## src/sv/assert_macros.svh

```systemverilog
// Assertion macros used by the top-level RTL file of the zero-crossing labeller.
// Every macro samples on the rising edge of clk and is off while rst_n is low.
`ifndef ASSERT_MACROS_SVH
`define ASSERT_MACROS_SVH

// Base form: a named concurrent assertion over one property.
`define LSZC_ASSERT(name, prop, msg) \
  name: assert property (@(posedge clk) disable iff (!rst_n) prop) else $error(msg);

// The consequence must hold in the same cycle as the trigger.
`define LSZC_ASSERT_SAME(name, trig, cons, msg) \
  `LSZC_ASSERT(name, (trig) |-> (cons), msg)

// The consequence must hold in the cycle after the trigger.
`define LSZC_ASSERT_NEXT(name, trig, cons, msg) \
  `LSZC_ASSERT(name, (trig) |=> (cons), msg)

`endif

```

## src/sv/lszc_pkg.sv

```systemverilog
// Shared types and constants for the level-set zero-crossing labeller.
// No dependencies; lszc_scan, lszc_label and the top-level RTL file import this package.
package lszc_pkg;

  localparam int LEVEL_W     = 24;  // input sample field
  localparam int LABEL_W     = 8;   // output label field
  localparam int COLS_REG_W  = 11;
  localparam int ROWS_REG_W  = 15;
  localparam int ROW_CNT_W   = ROWS_REG_W + 1;  // row counter runs to rows+1
  localparam int CFG_INDEX_W = 2;
  localparam int CFG_DATA_W  = 16;

  localparam int DEF_COLS       = 640;
  localparam int DEF_ROWS       = 480;
  localparam int DEF_EDGE       = 0;
  localparam int DEF_BACKGROUND = 255;

  typedef enum logic [CFG_INDEX_W-1:0] {
    REG_FRAME_COLS       = 2'd0,
    REG_FRAME_ROWS       = 2'd1,
    REG_EDGE_VALUE       = 2'd2,
    REG_BACKGROUND_VALUE = 2'd3
  } cfg_reg_t;

  // Where the window centre of one item sits in the frame.
  typedef struct packed {
    logic emit;    // centre lies inside the frame, a label is produced
    logic border;  // centre is on the frame border
    logic last;    // centre is the frame's last pixel
  } pos_t;

endpackage

```

## src/sv/lszc_label.sv

```systemverilog
// 3x3 window registers, zero-crossing test and the output register.
// Depends on lszc_pkg (pos_t, LABEL_W).
module lszc_label #(
  parameter int VALUE_BITS = 24
) (
  input  logic                         clk,
  input  logic                         rst_n,
  input  logic                         col_adv,
  output logic                         col_ready,
  input  logic [VALUE_BITS-1:0]        col_up,
  input  logic [VALUE_BITS-1:0]        col_mid,
  input  logic [VALUE_BITS-1:0]        col_new,
  input  lszc_pkg::pos_t               col_pos,
  input  logic [lszc_pkg::LABEL_W-1:0] edge_value,
  input  logic [lszc_pkg::LABEL_W-1:0] background_value,
  output logic                         out_valid,
  input  logic                         out_ready,
  output logic [lszc_pkg::LABEL_W-1:0] out_label,
  output logic                         out_last
);
  import lszc_pkg::*;

  localparam int VB = VALUE_BITS;

  logic [VB-1:0]      win_r [3][3];
  logic               s2_valid_r;
  pos_t               s2_pos_r;
  logic               out_valid_r;
  logic [LABEL_W-1:0] out_label_r;
  logic               out_last_r;

  logic               out_free, s2_adv, out_load, hit;
  logic [VB-2:0]      mag_p;
  logic               p_zero, p_pos;

  // Magnitude saturates for the most negative value.
  function automatic logic [VB-2:0] mag(input logic [VB-1:0] v);
    logic [VB-1:0] neg;
    neg = ~v + VB'(1);
    if (!v[VB-1]) begin
      return v[VB-2:0];
    end else if (v[VB-2:0] == '0) begin
      return '1;
    end else begin
      return neg[VB-2:0];
    end
  endfunction

  always_comb begin
    mag_p  = mag(win_r[1][1]);
    p_zero = (win_r[1][1] == '0);
    p_pos  = !win_r[1][1][VB-1] && !p_zero;
    hit    = 1'b0;
    for (int i = 0; i < 3; i++) begin
      for (int j = 0; j < 3; j++) begin
        if (!(i == 1 && j == 1)) begin
          if (p_zero) begin
            if (win_r[i][j] != '0) hit = 1'b1;
          end else if ((mag_p < mag(win_r[i][j])) &&
                       (p_pos != (!win_r[i][j][VB-1] && (win_r[i][j] != '0)))) begin
            hit = 1'b1;
          end
        end
      end
    end
  end

  assign out_free  = !out_valid_r || out_ready;
  assign s2_adv    = s2_valid_r && (!s2_pos_r.emit || out_free);
  assign out_load  = s2_valid_r && s2_pos_r.emit && out_free;
  assign col_ready = !s2_valid_r || s2_adv;

  always_ff @(posedge clk) begin
    if (!rst_n) begin
      for (int i = 0; i < 3; i++) begin
        for (int j = 0; j < 3; j++) begin
          win_r[i][j] <= '0;
        end
      end
    end else if (col_adv) begin
      for (int i = 0; i < 3; i++) begin
        win_r[i][0] <= win_r[i][1];
        win_r[i][1] <= win_r[i][2];
      end
      win_r[0][2] <= col_up;
      win_r[1][2] <= col_mid;
      win_r[2][2] <= col_new;
    end
  end

  always_ff @(posedge clk) begin
    if (!rst_n) begin
      s2_valid_r <= 1'b0;
    end else if (col_adv) begin
      s2_valid_r <= 1'b1;
    end else if (s2_adv) begin
      s2_valid_r <= 1'b0;
    end
  end

  always_ff @(posedge clk) begin
    if (col_adv) begin
      s2_pos_r <= col_pos;
    end
  end

  always_ff @(posedge clk) begin
    if (!rst_n) begin
      out_valid_r <= 1'b0;
    end else if (out_load) begin
      out_valid_r <= 1'b1;
    end else if (out_ready) begin
      out_valid_r <= 1'b0;
    end
  end

  always_ff @(posedge clk) begin
    if (out_load) begin
      out_label_r <= (!s2_pos_r.border && hit) ? edge_value : background_value;
      out_last_r  <= s2_pos_r.last;
    end
  end

  assign out_valid = out_valid_r;
  assign out_label = out_label_r;
  assign out_last  = out_last_r;

endmodule

```

## config.mk

```make
export PLATFORM = sky130hd
export DESIGN_NAME = lszc_label
export DESIGN_NICKNAME = d
export VERILOG_FILES = /design/src/sv/assert_macros.svh /design/src/sv/lszc_pkg.sv /design/src/sv/lszc_label.sv
export SDC_FILE = /design/constraint.sdc
export NUM_CORES = 1
export LEC_CHECK = 0
export ABC_AREA = 1
export BUFFER_PORTS_ARGS = -buffer_cell sky130_fd_sc_hd__buf_4
export CAP_MARGIN = 0
export CORE_MARGIN = 4
export CORE_UTILIZATION = 46
export DETAILED_ROUTE_END_ITERATION = 8
export HOLD_SLACK_MARGIN = 0.08
export PLACE_DENSITY = 0.65
export SETUP_SLACK_MARGIN = 0.5
export SKIP_CTS_REPAIR_TIMING = 1
export SLEW_MARGIN = 0
export SYNTH_ARGS = -nofsm -noshare
export SYNTH_HDL_FRONTEND = slang
export SYNTH_SLANG_ARGS = --single-unit
```

## constraint.sdc

```tcl
create_clock -name clk -period 12.3 [get_ports clk]
set_input_delay 2.46 -clock clk [delete_from_list [all_inputs] [get_ports clk]]
set_output_delay 2.46 -clock clk [all_outputs]
set_load 0.1 [all_outputs]
```

* After elaboration in Yosys (flattened, before gate mapping) *
Memory sizes are Yosys's and may differ from the RTL's.
Cells that the tools add are included.

cells by class
  muxes and demuxes = 68
  bitwise logic cells = 18
  add/sub/neg operators = 9
  reduce and logical (&&, ||, !) cells = 58
  $lt $le $gt $ge = 8
  equality and inequality tests = 8

operators with widths
  operator                                       number
  2-to-1 mux 23 bit                              26
  2-to-1 mux 24 bit                              9
  adder 23 x 1 -> 23 bit, second input constant  9
  zero test 23 bit                               9
  inverter 23 bit                                9
  nonzero test 24 bit                            8
  < comparator 23 bit                            8
  2-to-1 mux 1 bit                               32
  zero test 24 bit                               1
  logical AND 1 bit                              21
  zero test 1 bit                                14
  OR 1 bit                                       9
  2-to-1 mux 8 bit                               1
  != test 1 bit                                  8
  nonzero test 2 bit                             2
  logical OR 1 bit                               3

storage, ports and cells
  input bits = 95
  memories = 1
  register bits after elaboration = 14
  memory bits (writable) = 216

memories
  memory  words  width  rd ports  clocked after memory_dff  write ports  line              text
  win_r   3      72     3         0                         3            lszc_label.sv:25  logic [VB-1:0] win_r [3][3];

* Logic depth before layout (Yosys ltp) *
An unclocked memory read counts as a cell.

  word-level depth = 26
  depth in mapped cells = 29

* Least setup slack after synthesis *
No wires, ideal clock.

  kind = input to output
  from = in out_ready
  to = out col_ready
  data arrival time = 3.378 ns
  stages = 2
  data required time = 9.840 ns
  path slack = 6.462 ns
  buffers on the path = 0
  cells stage by stage = nor2_1 -> nand3_1

on the way
  word-level cells in the longest chain between the ends = 4

RTL lines
  element             line              text
  start: declaration  lszc_label.sv:17  input logic out_ready,
  logical OR 1 bit    lszc_label.sv:68  assign out_free = !out_valid_r || out_ready;
  logical OR 1 bit    lszc_label.sv:69  assign s2_adv = s2_valid_r && (!s2_pos_r.emit || out_free);
  logical AND 1 bit   lszc_label.sv:69
  logical OR 1 bit    lszc_label.sv:71  assign col_ready = !s2_valid_r || s2_adv;
  end: declaration    lszc_label.sv:9   output logic col_ready,

No other way between the ends.

* Worst setup path in the final report *
Ends and elaborated chain as after synthesis.

==> flow_summary.ini <==
[timing]
period_share_pct = 45.3
rsz0062_at_grt = false
setup_viol = 0
fmax_mhz = 180
skew_ns = 0.0152
fin_crit_ns = 5.57
tightest_slew_ns = 1.23
hold_viol = 0
maxSlewHeadroom_pct = 17.9
worst_slack_ns = 6.73
finalSetupTns_ns = 0
holdWs_ns = 0.444
slew_viol_final = 0

[cts]
cts_inserted_buffers = 24
htreeDepth = 1
clk_pin_slew_worst_paths_ns = 0.06
cts_tree = done
clk_path_buf_depth = 3
cts_sinks = 230
worstSkewPairLatency_ns = 0.53
cts-root-buf = clkbuf_16

[setup_path]
critPathTopFamily = buffers and inverters
r2r_cells = 18
critPathMaxStageDelay_ns = 0.25
worst-path-max-fanout = 3
rrSetupSlack_ns = 7.09
reg2reg_to = out_label[5]
crit_chain = buf_4 -> nor2_1 -> nand3_1 -> buf_4
cp_slowest_cell = buf_4
crit_top_cell = buf_4
startpoint = out_ready
end_kind = output pin
r2r_start = win_r[0][119]
startpoint_type = input pin
crit_buf_inv = 2
cp.required_ns = 9.84
arrival_ns = 3.11
worstSetupEndpoint = col_ready
cp.depth = 4
path_class = input pin to output pin

[logic_synthesis]
syn-num-nets = 2671
async_flop_share_pct = 0
synth_common_cells = nor2_1 (533), nand2_1 (338), inv_1 (319)
yosysUniqueCellTypes = 47
yosysWarnings = 0
yosysMostFrequentCell = nor2_1
synth_area_per_cell_um2 = 7.60
ys_seq_area_share_pct = 37.9
yosysTopAreaCell = edfxtp_1
synth_cells = 2391
synth_edf_count = 228
synth_top_area_share_pct = 37.7
netlist_area_um2 = 18200
synth_seq_cells = 230
synth_area_leaders = edfxtp_1 (38%), ha_1 (13%), nor2_1 (11%)
synth-main-ff-cell = edfxtp_1

[power]
leakage_nw = 9.33
total_power_mw = 2.39
p_int_mw = 1.60
p_clk_share_pct = 30.4
p_sw_mw = 0.790
power.sequential.fraction_pct = 40.9
p_comb_share_pct = 28.7
ir_drop_v = 0.000117
p_per_area_nw_per_um2 = 118
switching_share_pct = 33.0

[min_path]
hold_depth = 0
min_path_type = flip-flop to flip-flop

[finish]
diodes = 0
area_growth_pct = 11.3
multi_input_area_um2 = 9840
nets = 2745
fillers = 3660
drive_above_1_share_pct = 8.34
fin_area_um2 = 20200
ff_latch_area_um2 = 6890

[global_routing]
grt_max_degree = 193
grt_pass1_vias = 14797
grt_usage_pct = 23.3
antenna_found_initial = 0
overflow = 0
grt_pass1_wl_um = 79100

[floorplan]
die_y_um = 207
row_count = 72
core_area_um2 = 38800
initial_core_util_pct = 46.8
die_w_um = 207
ioPinCount = 106
die_area_um2 = 42800

[route]
route.detailed.drc = 0
first_pass_iters = 6
ant_nets = 0
via_per_inst = 5.36
drt_iter0_drc = 1892
drt-wirelength-per-cell_um = 16.8
totalWireLength_um = 50400
vias = 16094

[job]
cap_violations = 0

[placement]
place.gp.congestion = 0.914
post_dp_cell_area_um2 = 19400
io_buffer_count = 105
pre_cts_slack_ns = 6.73
dp_hpwl_um = 36400

[outcome]
outcome = completed
-- how the worst min path moves through the flow --
stage | from | to | slack [ns]
6_report | s2_pos_r[0] | out_last | 0.44
5_1_grt | s2_pos_r[0] | out_last | 0.47
4_1_cts | s2_pos_r[0] | out_last | 0.45
3_5_place_dp | s2_pos_r[0] | out_last | 0.44
3_3_place_gp | s2_pos_r[0] | out_last | 0.41
2_1_floorplan | s2_pos_r[0] | out_last | 0.40
-- logic make-up (layout without fill, tap and decap cells) --
family / after synthesis / in the layout / share of synthesized area [%]
xor+xnor: 82 / 82 / 3.95
fa+ha+maj: 185 / 185 / 12.7
flops: 230 / 230 / 37.9
buf+inv: 388 / 479 / 8.05
simple gates: 1136 / 1136 / 26.5
compound gates: 370 / 370 / 10.9
-- cells in the final DEF, fill, tap and decap left out, types with 8 or more instances in the layout --
cell	Yosys	routed
nor2_1	533	533
edfxtp_1	228	228
a211oi_1	9	9
or2_2	9	8
ha_1	185	185
nand3_1	113	113
a21oi_1	174	173
inv_1	319	319
nand4_1	27	27
o21ai_0	137	137
nor2_2	20	20
o21a_1	9	9
nor3_1	58	58
xor2_1	69	69
clkbuf_16	0	25
xnor2_1	13	13
nor3_2	14	14
buf_4	1	108
nor4_1	10	10
nand2_1	338	337
-- worst register-to-register path, stage by stage (launching register included) --
cell and delay [ns]:
edfxtp_1 0.68, inv_1 0.66, nor2_4 0.08, inv_1 0.49, nand3_1 0.95, ha_1 0.69, a21oi_1 0.07, o21ai_0 0.15
nand3_1 0.08, nand2_1 0.06, nand2_1 0.05, a21oi_1 0.16, nor3_1 0.06, nand2_1 0.13, nand2_1 0.11, nor2_2 0.21
nand2_4 0.14, nand3_1 0.11, nand2_1 0.06
-- sequential cells by signal, summed over array words and instances, names as in the netlist --
signal      count
out_valid       1
out_last        1
s2_pos_r        3
s2_valid_r      1
out_label       8
win_r         216
-- area by class of cell --
cell class / count / share of cell area (%)
clock inverter: 15 / 0.761
timing repair buffer: 109 / 4.11
tap: 518 / 3.20
multi-input combinational: 1773 / 48.7
inverter: 327 / 6.07
clock buffer: 28 / 3.15
sequential: 230 / 34.0
-- power groups by stage --
stage	combinational [mW]	sequential, mW	clock, mW
6_report	0.687	0.978	0.728
3_5_place_dp	0.675	0.992	0
3_3_place_gp	0.648	0.991	0
2_1_floorplan	0.485	0.982	0
5_1_grt	0.782	0.984	0.773
4_1_cts	0.679	0.976	0.743
-- metrics by stage --
stage / cells / util (%)
4_1_cts: 3000 / 52.1
3_5_place_dp: 2957 / 50.1
2_1_floorplan: 2391 / -
5_1_grt: 3000 / 52.1
6_report: 3000 / 52.1
3_3_place_gp: 2957 / 50.1
-- layer usage --
layer  track usage, %  routed length (µm)  share of wire, %
met1             35.5               23500                47
met2             33.7               20700                41
met3             2.75                4030               8.0
met4             9.44                2200               4.4
met5                0                   0                 0
(Power assumes the default switching activity.)
