[config.mk]
export PLATFORM = sky130hd
export DESIGN_NAME = lszc_scan
export DESIGN_NICKNAME = d
export VERILOG_FILES = /design/src/sv/assert_macros.svh /design/src/sv/lszc_pkg.sv /design/src/sv/lszc_scan.sv
export SDC_FILE = /design/constraint.sdc
export NUM_CORES = 1
export LEC_CHECK = 0
export ABC_AREA = 1
export BUFFER_PORTS_ARGS = -buffer_cell sky130_fd_sc_hd__clkbuf_2
export CAP_MARGIN = 30
export CORE_ASPECT_RATIO = 1.5
export CORE_MARGIN = 3
export CORE_UTILIZATION = 40
export CTS_BUF_LIST = sky130_fd_sc_hd__clkbuf_4 sky130_fd_sc_hd__clkbuf_8 sky130_fd_sc_hd__clkbuf_16
export CTS_CLUSTER_DIAMETER = 50
export DETAILED_ROUTE_END_ITERATION = 7
export PLACE_DENSITY = 0.68
export SYNTH_ARGS = -nofsm -noshare
export SYNTH_HDL_FRONTEND = slang
export SYNTH_SLANG_ARGS = --single-unit
[constraint.sdc]
create_clock -name clk -period 5.3 [get_ports clk]
set_clock_uncertainty 0.15 [all_clocks]
set_input_delay 1.06 -clock clk [delete_from_list [all_inputs] [get_ports clk]]
set_output_delay 1.06 -clock clk [all_outputs]
set_load 0.005 [all_outputs]
[src/sv/assert_macros.svh]
// Assertion macros used by the top-level RTL file of the zero-crossing labeller.
// Every macro samples on the rising edge of clk and is off while rst_n is low.
`ifndef ASSERT_MACROS_SVH
`define ASSERT_MACROS_SVH

// Base form: a named concurrent assertion over one property.
`define LSZC_ASSERT(name, prop, msg) \
  name: assert property (@(posedge clk) disable iff (!rst_n) prop) else $error(msg);

// The consequence must hold in the same cycle as the trigger.
`define LSZC_ASSERT_SAME(name, trig, cons, msg) \
  `LSZC_ASSERT(name, (trig) |-> (cons), msg)

// The consequence must hold in the cycle after the trigger.
`define LSZC_ASSERT_NEXT(name, trig, cons, msg) \
  `LSZC_ASSERT(name, (trig) |=> (cons), msg)

`endif

[src/sv/lszc_pkg.sv]
// Shared types and constants for the level-set zero-crossing labeller.
// No dependencies; lszc_scan, lszc_label and the top-level RTL file import this package.
package lszc_pkg;

  localparam int LEVEL_W     = 24;  // input sample field
  localparam int LABEL_W     = 8;   // output label field
  localparam int COLS_REG_W  = 11;
  localparam int ROWS_REG_W  = 15;
  localparam int ROW_CNT_W   = ROWS_REG_W + 1;  // row counter runs to rows+1
  localparam int CFG_INDEX_W = 2;
  localparam int CFG_DATA_W  = 16;

  localparam int DEF_COLS       = 640;
  localparam int DEF_ROWS       = 480;
  localparam int DEF_EDGE       = 0;
  localparam int DEF_BACKGROUND = 255;

  typedef enum logic [CFG_INDEX_W-1:0] {
    REG_FRAME_COLS       = 2'd0,
    REG_FRAME_ROWS       = 2'd1,
    REG_EDGE_VALUE       = 2'd2,
    REG_BACKGROUND_VALUE = 2'd3
  } cfg_reg_t;

  // Where the window centre of one item sits in the frame.
  typedef struct packed {
    logic emit;    // centre lies inside the frame, a label is produced
    logic border;  // centre is on the frame border
    logic last;    // centre is the frame's last pixel
  } pos_t;

endpackage

[src/sv/lszc_scan.sv]
// Raster position tracker: column/row counters and window-centre classification.
// Depends on lszc_pkg (pos_t, ROW_CNT_W, ROWS_REG_W).
module lszc_scan #(
  parameter int MAX_COLS = 1024
) (
  input  logic                                 clk,
  input  logic                                 rst_n,
  input  logic                                 step,
  input  logic                                 restart,
  input  logic [$clog2(MAX_COLS+1)-1:0]        eff_cols,
  input  logic [lszc_pkg::ROWS_REG_W-1:0]      eff_rows,
  output logic [$clog2(MAX_COLS)-1:0]          addr,
  output lszc_pkg::pos_t                       pos
);
  import lszc_pkg::*;

  localparam int CW  = $clog2(MAX_COLS);
  localparam int CNW = $clog2(MAX_COLS + 1);

  logic [CW-1:0]        col_r, col_nxt;
  logic [ROW_CNT_W-1:0] row_r, row_nxt;

  logic [CNW-1:0]       c_ext, c_eff, c_inc, cols_m1, ccol;
  logic [ROW_CNT_W-1:0] rows_ext, rows_m1, crow;

  always_comb begin
    c_ext    = CNW'(col_r);
    c_eff    = (c_ext >= eff_cols) ? '0 : c_ext;
    cols_m1  = eff_cols - CNW'(1);
    rows_ext = ROW_CNT_W'(eff_rows);
    rows_m1  = rows_ext - ROW_CNT_W'(1);

    // Centre is one column back; at column zero it wraps to the previous row's end.
    if (c_eff != '0) begin
      ccol     = c_eff - CNW'(1);
      crow     = row_r - ROW_CNT_W'(1);
      pos.emit = (row_r >= ROW_CNT_W'(1)) && (row_r <= rows_ext);
    end else begin
      ccol     = cols_m1;
      crow     = row_r - ROW_CNT_W'(2);
      pos.emit = (row_r >= ROW_CNT_W'(2)) && (row_r <= rows_ext + ROW_CNT_W'(1));
    end
    pos.border = (crow == '0) || (crow == rows_m1) || (ccol == '0) || (ccol == cols_m1);
    pos.last   = (crow == rows_m1) && (ccol == cols_m1);
    addr       = c_eff[CW-1:0];

    c_inc = c_eff + CNW'(1);
    if (c_inc >= eff_cols) begin
      col_nxt = '0;
      row_nxt = row_r + ROW_CNT_W'(1);
    end else begin
      col_nxt = c_inc[CW-1:0];
      row_nxt = row_r;
    end
    if (pos.emit && pos.last) begin
      col_nxt = '0;
      row_nxt = '0;
    end
  end

  always_ff @(posedge clk) begin
    if (!rst_n || restart) begin
      col_r <= '0;
      row_r <= '0;
    end else if (step) begin
      col_r <= col_nxt;
      row_r <= row_nxt;
    end
  end

endmodule

After elaboration in Yosys (flattened, before gate mapping)
Cells that the tools add are included.
- bitwise logic cells: 0
- shift-type cells: 0
- div/mod/pow operators: 0
- order comparisons: 6
- equal/unequal tests: 2
- $add $sub $neg: 8
- multiply operators: 0
- reduce and logical (&&, ||, !) cells: 14
- muxes and demuxes: 8
- operators by type and width (operator ; number):
    2-to-1 mux 16 bit ; 3
    2-to-1 mux 10 bit ; 3
    adder 15 x 1 -> 16 bit, second input constant ; 1
    adder 16 x 1 -> 16 bit, second input constant ; 1
    equality test 16 bit ; 1
    greater-or-equal comparator 16 x 1 -> 1 bit, second input constant ; 1
    greater-or-equal comparator 16 x 2 -> 1 bit, second input constant ; 1
    <= comparator 16 x 15 -> 1 bit ; 1
    <= comparator 16 bit ; 1
    zero test 16 bit ; 1
    subtractor 15 x 1 -> 16 bit, second input constant ; 1
    subtractor 16 x 1 -> 16 bit, second input constant ; 1
    subtractor 16 x 2 -> 16 bit, second input constant ; 1
    adder 10 x 1 -> 11 bit, second input constant ; 1
    equality test 11 bit ; 1
    greater-or-equal comparator 10 x 11 -> 1 bit ; 1
    greater-or-equal comparator 11 bit ; 1
    zero test 11 bit ; 1
    2-to-1 mux 11 bit ; 1
    nonzero test 11 bit ; 1
    subtractor 10 x 1 -> 11 bit, second input constant ; 1
    subtractor 11 x 1 -> 11 bit, second input constant ; 1
    logical AND 1 bit ; 4
    logical OR 1 bit ; 4
    4 further kinds ; 4
- input port bits: 30
- output and inout port bits: 13
- bits in latches: 0
- bits in read-only memories: 0
- RAM bits: 0
- memories: 0
- register bits: 26
- logic and storage cells: 40

Depth between registers and ports, before layout
Gate-level depths: netlist (run 1).
- word-level depth: 9
- depth in mapped cells: 32
- depth with buffers taken out: 32

Least setup slack after synthesis (run 1)
Ideal clock, no wire load.
- path type: in2reg
- start point: in eff_cols[6]
- end point: reg col_r[0]
- buffers on the path: 1
- arrival time: 5102 ps
- cell stages on the path: 30
- required time: 5076 ps
- slack: -26 ps
- setup time: 74 ps
- path through: inv_1 -> ha_1 -> nand2_1 -> inv_1 -> nand2_1 -> nand2_1 -> nand2_1 -> nand2_1 -> nor2_4 -> inv_2 -> nor2_1 -> ha_1 -> inv_1 -> nor2_1 -> inv_1 -> nor2_1 -> inv_1 -> nor3_1 -> nand4_1 -> nand2_1 -> inv_1 -> ha_1 -> nand2_1 -> inv_1 -> nand2_1 -> nor4_1 -> a2111oi_0 -> clkbuf_1 -> nand4_1 -> a21oi_1
- cells in the longest elaborated chain, start to end: 8
- elaborated cells between the ends (all ways): 16
- classes of those cells: 3 x add/sub; 2 x order compare; 2 x eq/ne; 6 x mux; 3 x reduce/logical
- RTL lines (item ; RTL line ; RTL):
    start: declaration ; lszc_scan.sv:10 ; input logic [$clog2(MAX_COLS+1)-1:0] eff_cols,
    greater-or-equal comparator 10 x 11 -> 1 bit * ; lszc_scan.sv:28 ; c_eff = (c_ext >= eff_cols) ? '0 : c_ext;
    2-to-1 mux 10 bit * ; lszc_scan.sv:28 ;
    via addr[0] ; lszc_scan.sv:12 ; output logic [$clog2(MAX_COLS)-1:0] addr,
    parallel branches: the longest is 5 deep, another holds adder 10 x 1 -> 11 bit ; -- ;
    2-to-1 mux 10 bit * ; lszc_scan.sv:55 ; if (pos.emit && pos.last) begin
    end signal: assignment ; lszc_scan.sv:66 ; col_r <= col_nxt;
    end: declaration ; lszc_scan.sv:20 ; logic [CW-1:0] col_r, col_nxt;
Mark *: on every way through the listed nets, which the timed path passes.
A chain may end at the register's enable or synchronous reset.

==> flow_results.org, run 1 <==
** Placement
- Summed over all nets, the half-perimeter wirelength after detailed placement is 15.0 mm.
- The congestion estimate from routability-driven global placement came to around 0.99.
- Once placement completed, the tool counted placed cells totaling approximately 1.2k.
- The count of buffers added on input and output ports is 42.

** Synthesis
- In the synthesized netlist the dominant register cell turns out to be sky130_fd_sc_hd__dfxtp_1.
- Biggest area consumer among synthesized cells :: sky130_fd_sc_hd__nand2_1
- Parity-gate share of the synthesized area counting xor and xnor cells :: a little over a tenth
- Ys Warns :: 0
- Dominant combinational cell family by area after synthesis :: simple AND/OR/NAND/NOR gates
- The synthesized design contains 0 enable-type register cells.
- Summing every instance area after synthesis gives roughly 5600 sq um.
- Synth Area in Adders :: about 14%
- Share of the synthesized area in the top cell type :: between 10% and 20%
- Top cells by area, synth :: sky130_fd_sc_hd__nand2_1, sky130_fd_sc_hd__ha_1, sky130_fd_sc_hd__inv_1
- Share of async-settable or async-resettable flops after synthesis :: 0%
- Sequential elements use 9.37% of the synthesized area.
- Summing the areas of all and, or, nand and nor instances in the mapped netlist gives roughly two fifths of the synthesized area.
- Gate Count Post-Synth :: approximately 960
- Measured against the total synthesized area, the mux share comes to 0%.
- Syn_area_per_cell :: 5.77 sq um
- Unique cell type count in the Yosys netlist :: around 40
- The synthesized netlist devotes between 10% and 20% of its cell area to compound gates.
- In this run, synthesis produced a sequential element count of 26.
- Number of nets in the synthesized netlist :: approximately 1.1k

** STA
- Top achievable clock speed :: between 150 and 200 MHz
- Transition time of the tightest slew-check pin :: about 0.86 ns
- Worst-case headroom to the max-slew limit :: a little over two fifths
- Minimum hold slack :: a little under 0.4 ns
- Of the available clock period, the critical path in the final layout requires a little over nine tenths.
- Setup violations remaining at the end of the flow were counted as 0.
- The max-slew violation count came to 0.
- Setup repair after global routing could not meet its margin everywhere.
- Total count of hold-check failures in the final report :: 0
- Final critical-path required period :: approximately 5.1 ns

** Drt
- The first routing iteration left roughly 360 violations.
- The detailed router put a total of 6.72 mm of wire on met1.
- Post-route DRC :: 0
- For this block, the via count after detailed routing is roughly 6.4k.
- Sum of routed wire length over all layers :: 18.0 mm
- Metal3 WL :: about 600 um
- Summed over all nets, wire length on met2 after detailed routing comes to roughly 9 mm.
- Number of search-and-repair iterations in the first detailed-routing pass :: 5
- The count of nets left with antenna violations once routing finished came out at 0.
- Average wire per standard cell :: ~15 um
- Routed signal wires occupy layers up through met4.
- Using the TritonRoute via totals, the vias-per-cell ratio works out to ~5.4.

** Floorplanning
- The initialized floorplan defines 52 standard-cell rows.
- From left edge to right edge, the die measures 102 um.
- The die is ~150 um tall.
- Die footprint :: 15400 sq um
- In this run the count of I/O pins placed on the die edge is 43.
- The floorplan step defined a core boundary enclosing roughly 14000 sq um.
- The initial utilization of the core area, before any placement, comes to 41.0%.

** GRT
- The via count of the first global-routing pass was between 6k and 7k.
- All-Layer GR Usage :: a little under a quarter
- Total congestion overflow :: 0
- The initial antenna violation count came to 0.
- First-pass GRT wire length :: 29.0 mm
- Entering global routing, the biggest net connects 39 pins.

** Cells and area
- The library cells used most frequently in the layout, excluding fill and tap cells, are sky130_fd_sc_hd__nand2_1, sky130_fd_sc_hd__inv_1, sky130_fd_sc_hd__nor2_1.
- After the flow finishes, the layout carries non-filler instances totaling 1180.
- Synthesis-to-layout area growth :: 14.4%
- Fraction of layout instances using a drive strength above 1 :: 11.7%
- Leaving out fill and tap cells, the most frequent cell in the layout is sky130_fd_sc_hd__nand2_1.
- Number of nets in the finished design :: approximately 1.1k
- Cells fill 46.9% of the core in the end.
- The repair_antennas step left the layout with diodes totalling 0.

** Critical path
- For the worst setup path, the data required time is about 4.1 ns.
- Peak fanout along the critical path :: 6
- Maximum single-stage delay on the critical path :: 0.30 ns
- For this design, the slowest cell found on the critical path is sky130_fd_sc_hd__ha_1.
- Bufs and invs on worst path :: 4
- Walking the worst path, the cells encountered are clkbuf_2, inv_1, nor3_2, nand3_1, nor3_1, nand4_1, nor2_2, nand3_1, ha_1, nand2_1, inv_1, nand3_1, nor3_2, nand2_1, o2111ai_1, nand2_1, nand2_1, o31ai_1, buf_2.
- Kind of launch point of the worst setup path :: primary input
- Data arrival time of the worst path :: about 4 ns
- By instance count, the cell type seen most on the critical path is sky130_fd_sc_hd__nand2_1.
- The worst setup path is captured at an output pin.
- Crit-path leading delay family :: simple AND/OR/NAND/NOR gates
- The critical path is of the in -> out type.

** CTS
- In this run the deepest clock path goes through 2 buffers.
- The number of hold buffers added after CTS was 0.
- For the worst-skew pair, the clock arrives at the later sink with an insertion delay of ~0.27 ns.
- TritonCTS built the clock tree.
- Number of CTS-inserted buffers :: 3
- Counting every sink on the clock net gives 26.
- After clock tree synthesis, the clock-pin slew on the worst setup and hold paths is approximately 0.070 ns.
- H-tree depth :: 1
- CTS Root Cell :: sky130_fd_sc_hd__clkbuf_16

** Run
- Maxcap violations :: 0

** Min path
- Tightest Hold Check Type :: reg -> reg

** Power
- The worst-case IR drop observed on VDD is 0.104 mV.
- Power spread over the standard cell area amounts to slightly above 100 nW/um^2.
- In this run the static leakage power is between 3 and 4 nW.

** Run status
- Run status :: finished, final reports clean
routing by layer:
layer	GRT usage (%)	up-vias
met5	0	-
met4	16.5	0
met3	1.85	78
met2	43.3	193
met1	24.9	2837
li1	-	3243
through the flow:
stage	power, mW	cell area, sq um	TNS, ns	setup WS [ns]
after detailed placement	0.408	6130	-0.0500	-0.0141
after floorplan	0.339	5560	0	0.121
after CTS	0.636	6230	0	0.0224
final	0.641	6350	0	0.194
after global routing	0.684	6350	-0.0485	-0.0292
after global placement	0.406	6130	0	0.104
final cells by class:
cell class,count,area (sq um)
multi-input combinational,752,4410
fill,1484,7180
clock inverter,1,30.0
clock buffer,3,75.1
timing repair buffer,82,539
sequential,26,520
tap,162,203
inverter,154,578
sequential cells by signal (all words and copies together) (netlist names):
signal	flops
col_r	10
row_r	16
cells in the mapped netlist, types with 2 or more instances:
master and number:
sky130_fd_sc_hd__clkinv_1 4, sky130_fd_sc_hd__dfxtp_1 26, sky130_fd_sc_hd__nor3_1 19, sky130_fd_sc_hd__nor2_2 4, sky130_fd_sc_hd__o41ai_1 4, sky130_fd_sc_hd__buf_4 3
sky130_fd_sc_hd__o21ai_0 20, sky130_fd_sc_hd__inv_1 146, sky130_fd_sc_hd__nor2_1 111, sky130_fd_sc_hd__nand4_1 49, sky130_fd_sc_hd__o31ai_1 5, sky130_fd_sc_hd__buf_6 2
sky130_fd_sc_hd__nor4_1 11, sky130_fd_sc_hd__nand3_1 67, sky130_fd_sc_hd__nand2_1 247, sky130_fd_sc_hd__o41ai_4 2, sky130_fd_sc_hd__xnor2_1 6, sky130_fd_sc_hd__inv_2 4
sky130_fd_sc_hd__ha_1 64, sky130_fd_sc_hd__a21oi_1 53, sky130_fd_sc_hd__o211ai_1 3, sky130_fd_sc_hd__o21a_1 2, sky130_fd_sc_hd__a2111oi_0 2, sky130_fd_sc_hd__nand3b_1 8
sky130_fd_sc_hd__buf_2 8, sky130_fd_sc_hd__clkbuf_1 18, sky130_fd_sc_hd__xor2_1 61
worst paths after layout:
check | from | endpoint | slack (ns) | cells past startpoint
worst max-delay path | eff_rows[2] | pos[2] | 0.19 | 19
worst min-delay path | col_r[0]$_SDFFE_PP0P_ | col_r[0]$_SDFFE_PP0P_ | 0.38 | 2
worst max register to register | col_r[2]$_SDFFE_PP0P_ | row_r[5]$_SDFFE_PP0P_ | 0.85 | 25
worst min register to register | col_r[0]$_SDFFE_PP0P_ | col_r[0]$_SDFFE_PP0P_ | 0.38 | 2
logic make-up (layout without fill, tap and decap cells):
family,after synthesis,count (layout)
DFF,26,26
and+or+nand+nor,522,524
adders and majority gates,64,64
buffers and inverters,187,240
xor gates and xnor gates,67,67
AOI/OAI and AO/OA,97,97
worst register-to-register path, cell delays in order (launching register included):
cell                        delay (ns)
sky130_fd_sc_hd__dfxtp_1          0.52
sky130_fd_sc_hd__ha_1             0.32
sky130_fd_sc_hd__a21oi_2          0.14
sky130_fd_sc_hd__o21ai_1          0.09
sky130_fd_sc_hd__nand2_1          0.07
sky130_fd_sc_hd__nand2_1          0.08
sky130_fd_sc_hd__nor2_4           0.11
sky130_fd_sc_hd__buf_4            0.18
sky130_fd_sc_hd__nand2_1          0.08
sky130_fd_sc_hd__nor3_1           0.28
sky130_fd_sc_hd__inv_1            0.08
sky130_fd_sc_hd__nor2_1           0.17
sky130_fd_sc_hd__nand3_1          0.13
sky130_fd_sc_hd__nor4_1           0.24
sky130_fd_sc_hd__xor2_1           0.20
sky130_fd_sc_hd__inv_1            0.08
sky130_fd_sc_hd__ha_1             0.27
sky130_fd_sc_hd__nand2_1          0.06
sky130_fd_sc_hd__nor4_1           0.38
sky130_fd_sc_hd__a2111oi_2        0.10
sky130_fd_sc_hd__buf_4            0.16
sky130_fd_sc_hd__nand2_4          0.11
sky130_fd_sc_hd__buf_12           0.15
sky130_fd_sc_hd__nand3_1          0.07
sky130_fd_sc_hd__nand2_1          0.09
sky130_fd_sc_hd__nor2_1           0.04
repair_timing:
action                                  CTS  global route
setup buffers                             0             1
endpoints found under the setup margin    0            29
resized for setup                         0            22
report_power, final:
group          leakage (nW)  switching (mW)  internal [mW]
Combinational          3.14           0.139         0.0783
Clock                0.0511          0.0764          0.151
Sequential            0.209        0.000796          0.196
Total                  3.40           0.216          0.425
(Power assumes the default switching activity.)
==> inputs of run 2 (changes only) <==
CORE_MARGIN = not set   (was 3)
CTS_CLUSTER_DIAMETER = not set   (was 50)
PLACE_DENSITY = not set   (was 0.68)
==> run 2 against run 1 <==
Compared with the run above: the flow now finishes with violations (design-rule violations); power shrank 8.9%; worst hold slack worse by 0.021 ns; die area down 6.5%; first-iteration DRC count decreased by 3.6%; sequential power barely moved; wire length up 0.57%; via count is 2.3% lower; worst setup slack improved by 0.097 ns; non-clock buffer count shrank 2; critical endpoint is now pos[0]; largest cell class unchanged; highest routed layer unchanged.
==> flow_results.org, run 2 (synthesized netlist as in run 1, its figures left out) <==
** STA
- The final setup TNS is 0 ns (unchanged).
- The maximum clock frequency was 200 MHz (+1.9%).
- The number of endpoints with negative hold slack in the final report was 0 (unchanged).
- Setup repair after global routing left no endpoint under its margin.
- The post-route fraction of the period consumed by the critical path is 94.5% (-1.8 points).
- Final setup violating endpoints :: 0 (unchanged)
- Transition time of the tightest slew-check pin :: 0.878 ns (+0.0187 ns)
- The time the worst path needs with I/O delays and setup came to 5.01 ns (-0.0971 ns).
- The max-slew violation count is 0 (unchanged).
- The normalized max-slew margin was 40.9% (-1.3 points).

** Cells and area
- The flip-flop count of the largest register after layout came to 16 (unchanged).
- Leading cell type in the layout, fill and taps excluded :: sky130_fd_sc_hd__nand2_1
- Non-Filler Cell Area, Final :: 6290 sq um (-0.93%)
- Area used by sequential logic in the layout :: 520 sq um (unchanged)
- Registers with the most flip-flops :: row_r: 16 flops, col_r: 10 flops
- The antenna diode instance count is 0 (unchanged).
- The number of fill cells in the layout is 1503 (+1.3%).
- Synthesis-to-layout area growth :: 13.3%
- The net count of the finished layout is 1110 (-0.27%).
- The register with the most flip-flops in the final layout is row_r.
- The final core area utilization was 46.5% (-0.43 points).
- Most used cells in the layout excluding fill and tap cells :: sky130_fd_sc_hd__nand2_1, sky130_fd_sc_hd__inv_1, sky130_fd_sc_hd__nor2_1
- Area of the multi-input gates :: 4390 sq um (-0.31%)
- Fraction of layout instances using a drive strength above 1 :: 11.2% (-0.45 points)

** Power
- The maximum ir drop on the vdd rail was 0.165 mV (+58%).
- The switching share of power is 36.0% (+2.3 points).
- Switching power total :: 210 uW (-2.8%)
- Clock share of power :: 29.3% (-6.1 points)
- Logic pwr share :: 37.1% (+3.2 points)
- Static leakage :: 3.37 nW (-0.88%)
- Total power divided by cell area :: 92.8 nW/um^2 (-8.0%)
- The design internal power is 374 uW (-12%).
- The portion of total power attributed to sequential cells was 33.6% (+3.0 points).

** Placement
- The count of input and output buffers came to 42 (unchanged).
- Standard cell area after detailed placement :: 6120 sq um (-0.12%)
- The post-detailed-placement half-perimeter wirelength came to 15.3 mm (+2.1%).
- The routability-driven placement congestion ratio was 0.955 (-3.6%).

** CTS
- The clock network latency to the later pin of the worst-skew pair is 0.26 ns (about the same).
- The number of buffers inserted for hold repair after clock tree synthesis was 0 (unchanged).
- The number of setup buffers added after CTS came to 0 (unchanged).
- Quantity of gates resized following cts :: 0 (unchanged)
- CTS Root Cell :: sky130_fd_sc_hd__clkbuf_16
- The buffer levels on the longest clock path is 2 (unchanged).
- Number of CTS-inserted buffers :: 3 (unchanged)
- The number of sinks driven by the clock tree was 26 (unchanged).
- TritonCTS clock tree :: yes
- Clock transition at the registers of the reported paths :: 0.07 ns (about the same)
- H-tree depth :: 1 (unchanged)

** Floorplanning
- Die footprint :: 14400 sq um (-6.5%)
- The core region area came to 13500 sq um (unchanged).
- The number of rows in the core area came to 52 (unchanged).
- The initial core utilization was 41.0% (unchanged).
- Number of placed I/O pins :: 43 (unchanged)
- Die X :: 98.2 um (-3.9%)
- Die height :: 146 um (-2.7%)

** Run
- Maxcap violations :: 0 (unchanged)

** Drt
- The number of vias per cell after detailed routing is 5.28 (-2.0%).
- The wire length after detailed routing was 18.1 mm (+0.57%).
- Number of search-and-repair iterations in the first detailed-routing pass :: 8 (+3)
- Drt first-iter violations :: 346 (-3.6%)
- Total via count in the routed design :: 6205 (-2.3%)
- Average wire per standard cell :: 15.4 um (+0.91%)
- Post-route DRC :: 3 (+3)
- Routed Antenna Nets :: 0 (unchanged)

** GRT
- The via count of the first global-routing pass is 5958 (-2.0%).
- First-pass GRT wire length :: 29.4 mm (+1.3%)
- The pin count of the biggest net entering global routing came to 39 (unchanged).
- The initial antenna violation count is 0 (unchanged).
- All-Layer GR Usage :: 25.7% (+2.0 points)
- The remaining global-route overflow came to 0 (unchanged).

** Run status
- The checks that failed: design-rule violations.
- Run status :: finished with violations

** Critical path
- STA classifies the critical path startpoint as a primary input.
- STA classifies the critical path endpoint as an output pin.
- Slowest library cell on the worst path :: sky130_fd_sc_hd__nor4_2
- The most numerous cell type found on the critical path is sky130_fd_sc_hd__nand2_1.
- The worst reg2reg path depth is 32 (+28%).
- The maximum net fanout on the critical path came to 16 (+10).
- The data required time of the critical path came to 4.09 ns (about the same).
- Cell Chain, Critical Path :: clkbuf_2, inv_1, ha_1, nand2_1, inv_1, nand2_1, nor2_1, nand2_1, nand2_1, nor2_4, buf_4, o41ai_4, buf_4, nand4_1, nand3b_1, nand2_1, nor4_2, nand4_1, nor2_1, clkbuf_2
- Setup Crit Path Kind :: in -> out
- The delay of the slowest cell on the worst path is 0.35 ns (+0.05 ns).
- The data arrival time of the worst path is 3.80 ns (-0.10 ns).

** Min path
- The worst hold path belongs to the class reg -> reg.
- The cell depth of the worst hold path is 2 (unchanged).
==> run 2: changes by cell type in the layout (fill, tap and decap cells not counted), sizes merged <==
cell    change
buf         -3
bufinv      -1
nand3       -1
clkbuf      +1
==> run 2: stage by stage <==
step | hold WS (ns) | total power, mW | std cells | setup WS, ns
final | 0.363 | 0.584 | 1176 | 0.291
after floorplan | 0.321 | 0.339 | 963 | 0.121
after CTS | 0.366 | 0.583 | 1175 | 0.0924
after detailed placement | 0.355 | 0.410 | 1172 | 0.0872
after global routing | 0.408 | 0.626 | 1176 | 0.0108
after global placement | 0.352 | 0.410 | 1172 | 0.0880
==> run 2: path summary, 6_finish.rpt <==
kind	start	to	slack [ns]
worst max-delay path	eff_cols[5]	pos[0]	0.29
worst min-delay path	col_r[0]$_SDFFE_PP0P_	col_r[0]$_SDFFE_PP0P_	0.36
worst max register to register	col_r[2]$_SDFFE_PP0P_	row_r[4]$_SDFFE_PP0P_	0.86
worst min register to register	col_r[0]$_SDFFE_PP0P_	col_r[0]$_SDFFE_PP0P_	0.36
==> run 2: power by group through the flow <==
stage	clock [mW]	sequential [mW]	combinational (mW)
after floorplan	0	0.201	0.138
after global placement	0	0.201	0.209
after detailed placement	0	0.201	0.209
after CTS	0.176	0.196	0.210
after global routing	0.185	0.196	0.244
final	0.171	0.197	0.217
==> run 2: worst max-delay path: cells and delay by family <==
family / cells / cell delay [ns]
adder cells (fa/ha/maj): 1 / 0.27
AND/OR/NAND/NOR: 12 / 1.47
buffers and inverters: 6 / 0.86
AO/OA/AOI/OAI: 1 / 0.11
==> run 2: metal layers <==
| layer | track usage (%) | vias to the layer above | share of wire [%] |
|---|---|---|---|
| met5 | 0 | - | 0 |
| met4 | 17.2 | 0 | 7.9 |
| met3 | 1.82 | 74 | 2.6 |
| met2 | 49.4 | 139 | 52 |
| met1 | 26.0 | 2752 | 37 |
| li1 | - | 3240 | - |
==> run 2: area by class of cell <==
class	instances	area share [%]
multi-input cells	751	69.8
inverters	154	9.19
repair buffers	80	8.33
flip-flops and latches	26	8.27
well taps	162	3.22
clock buffers	3	1.19
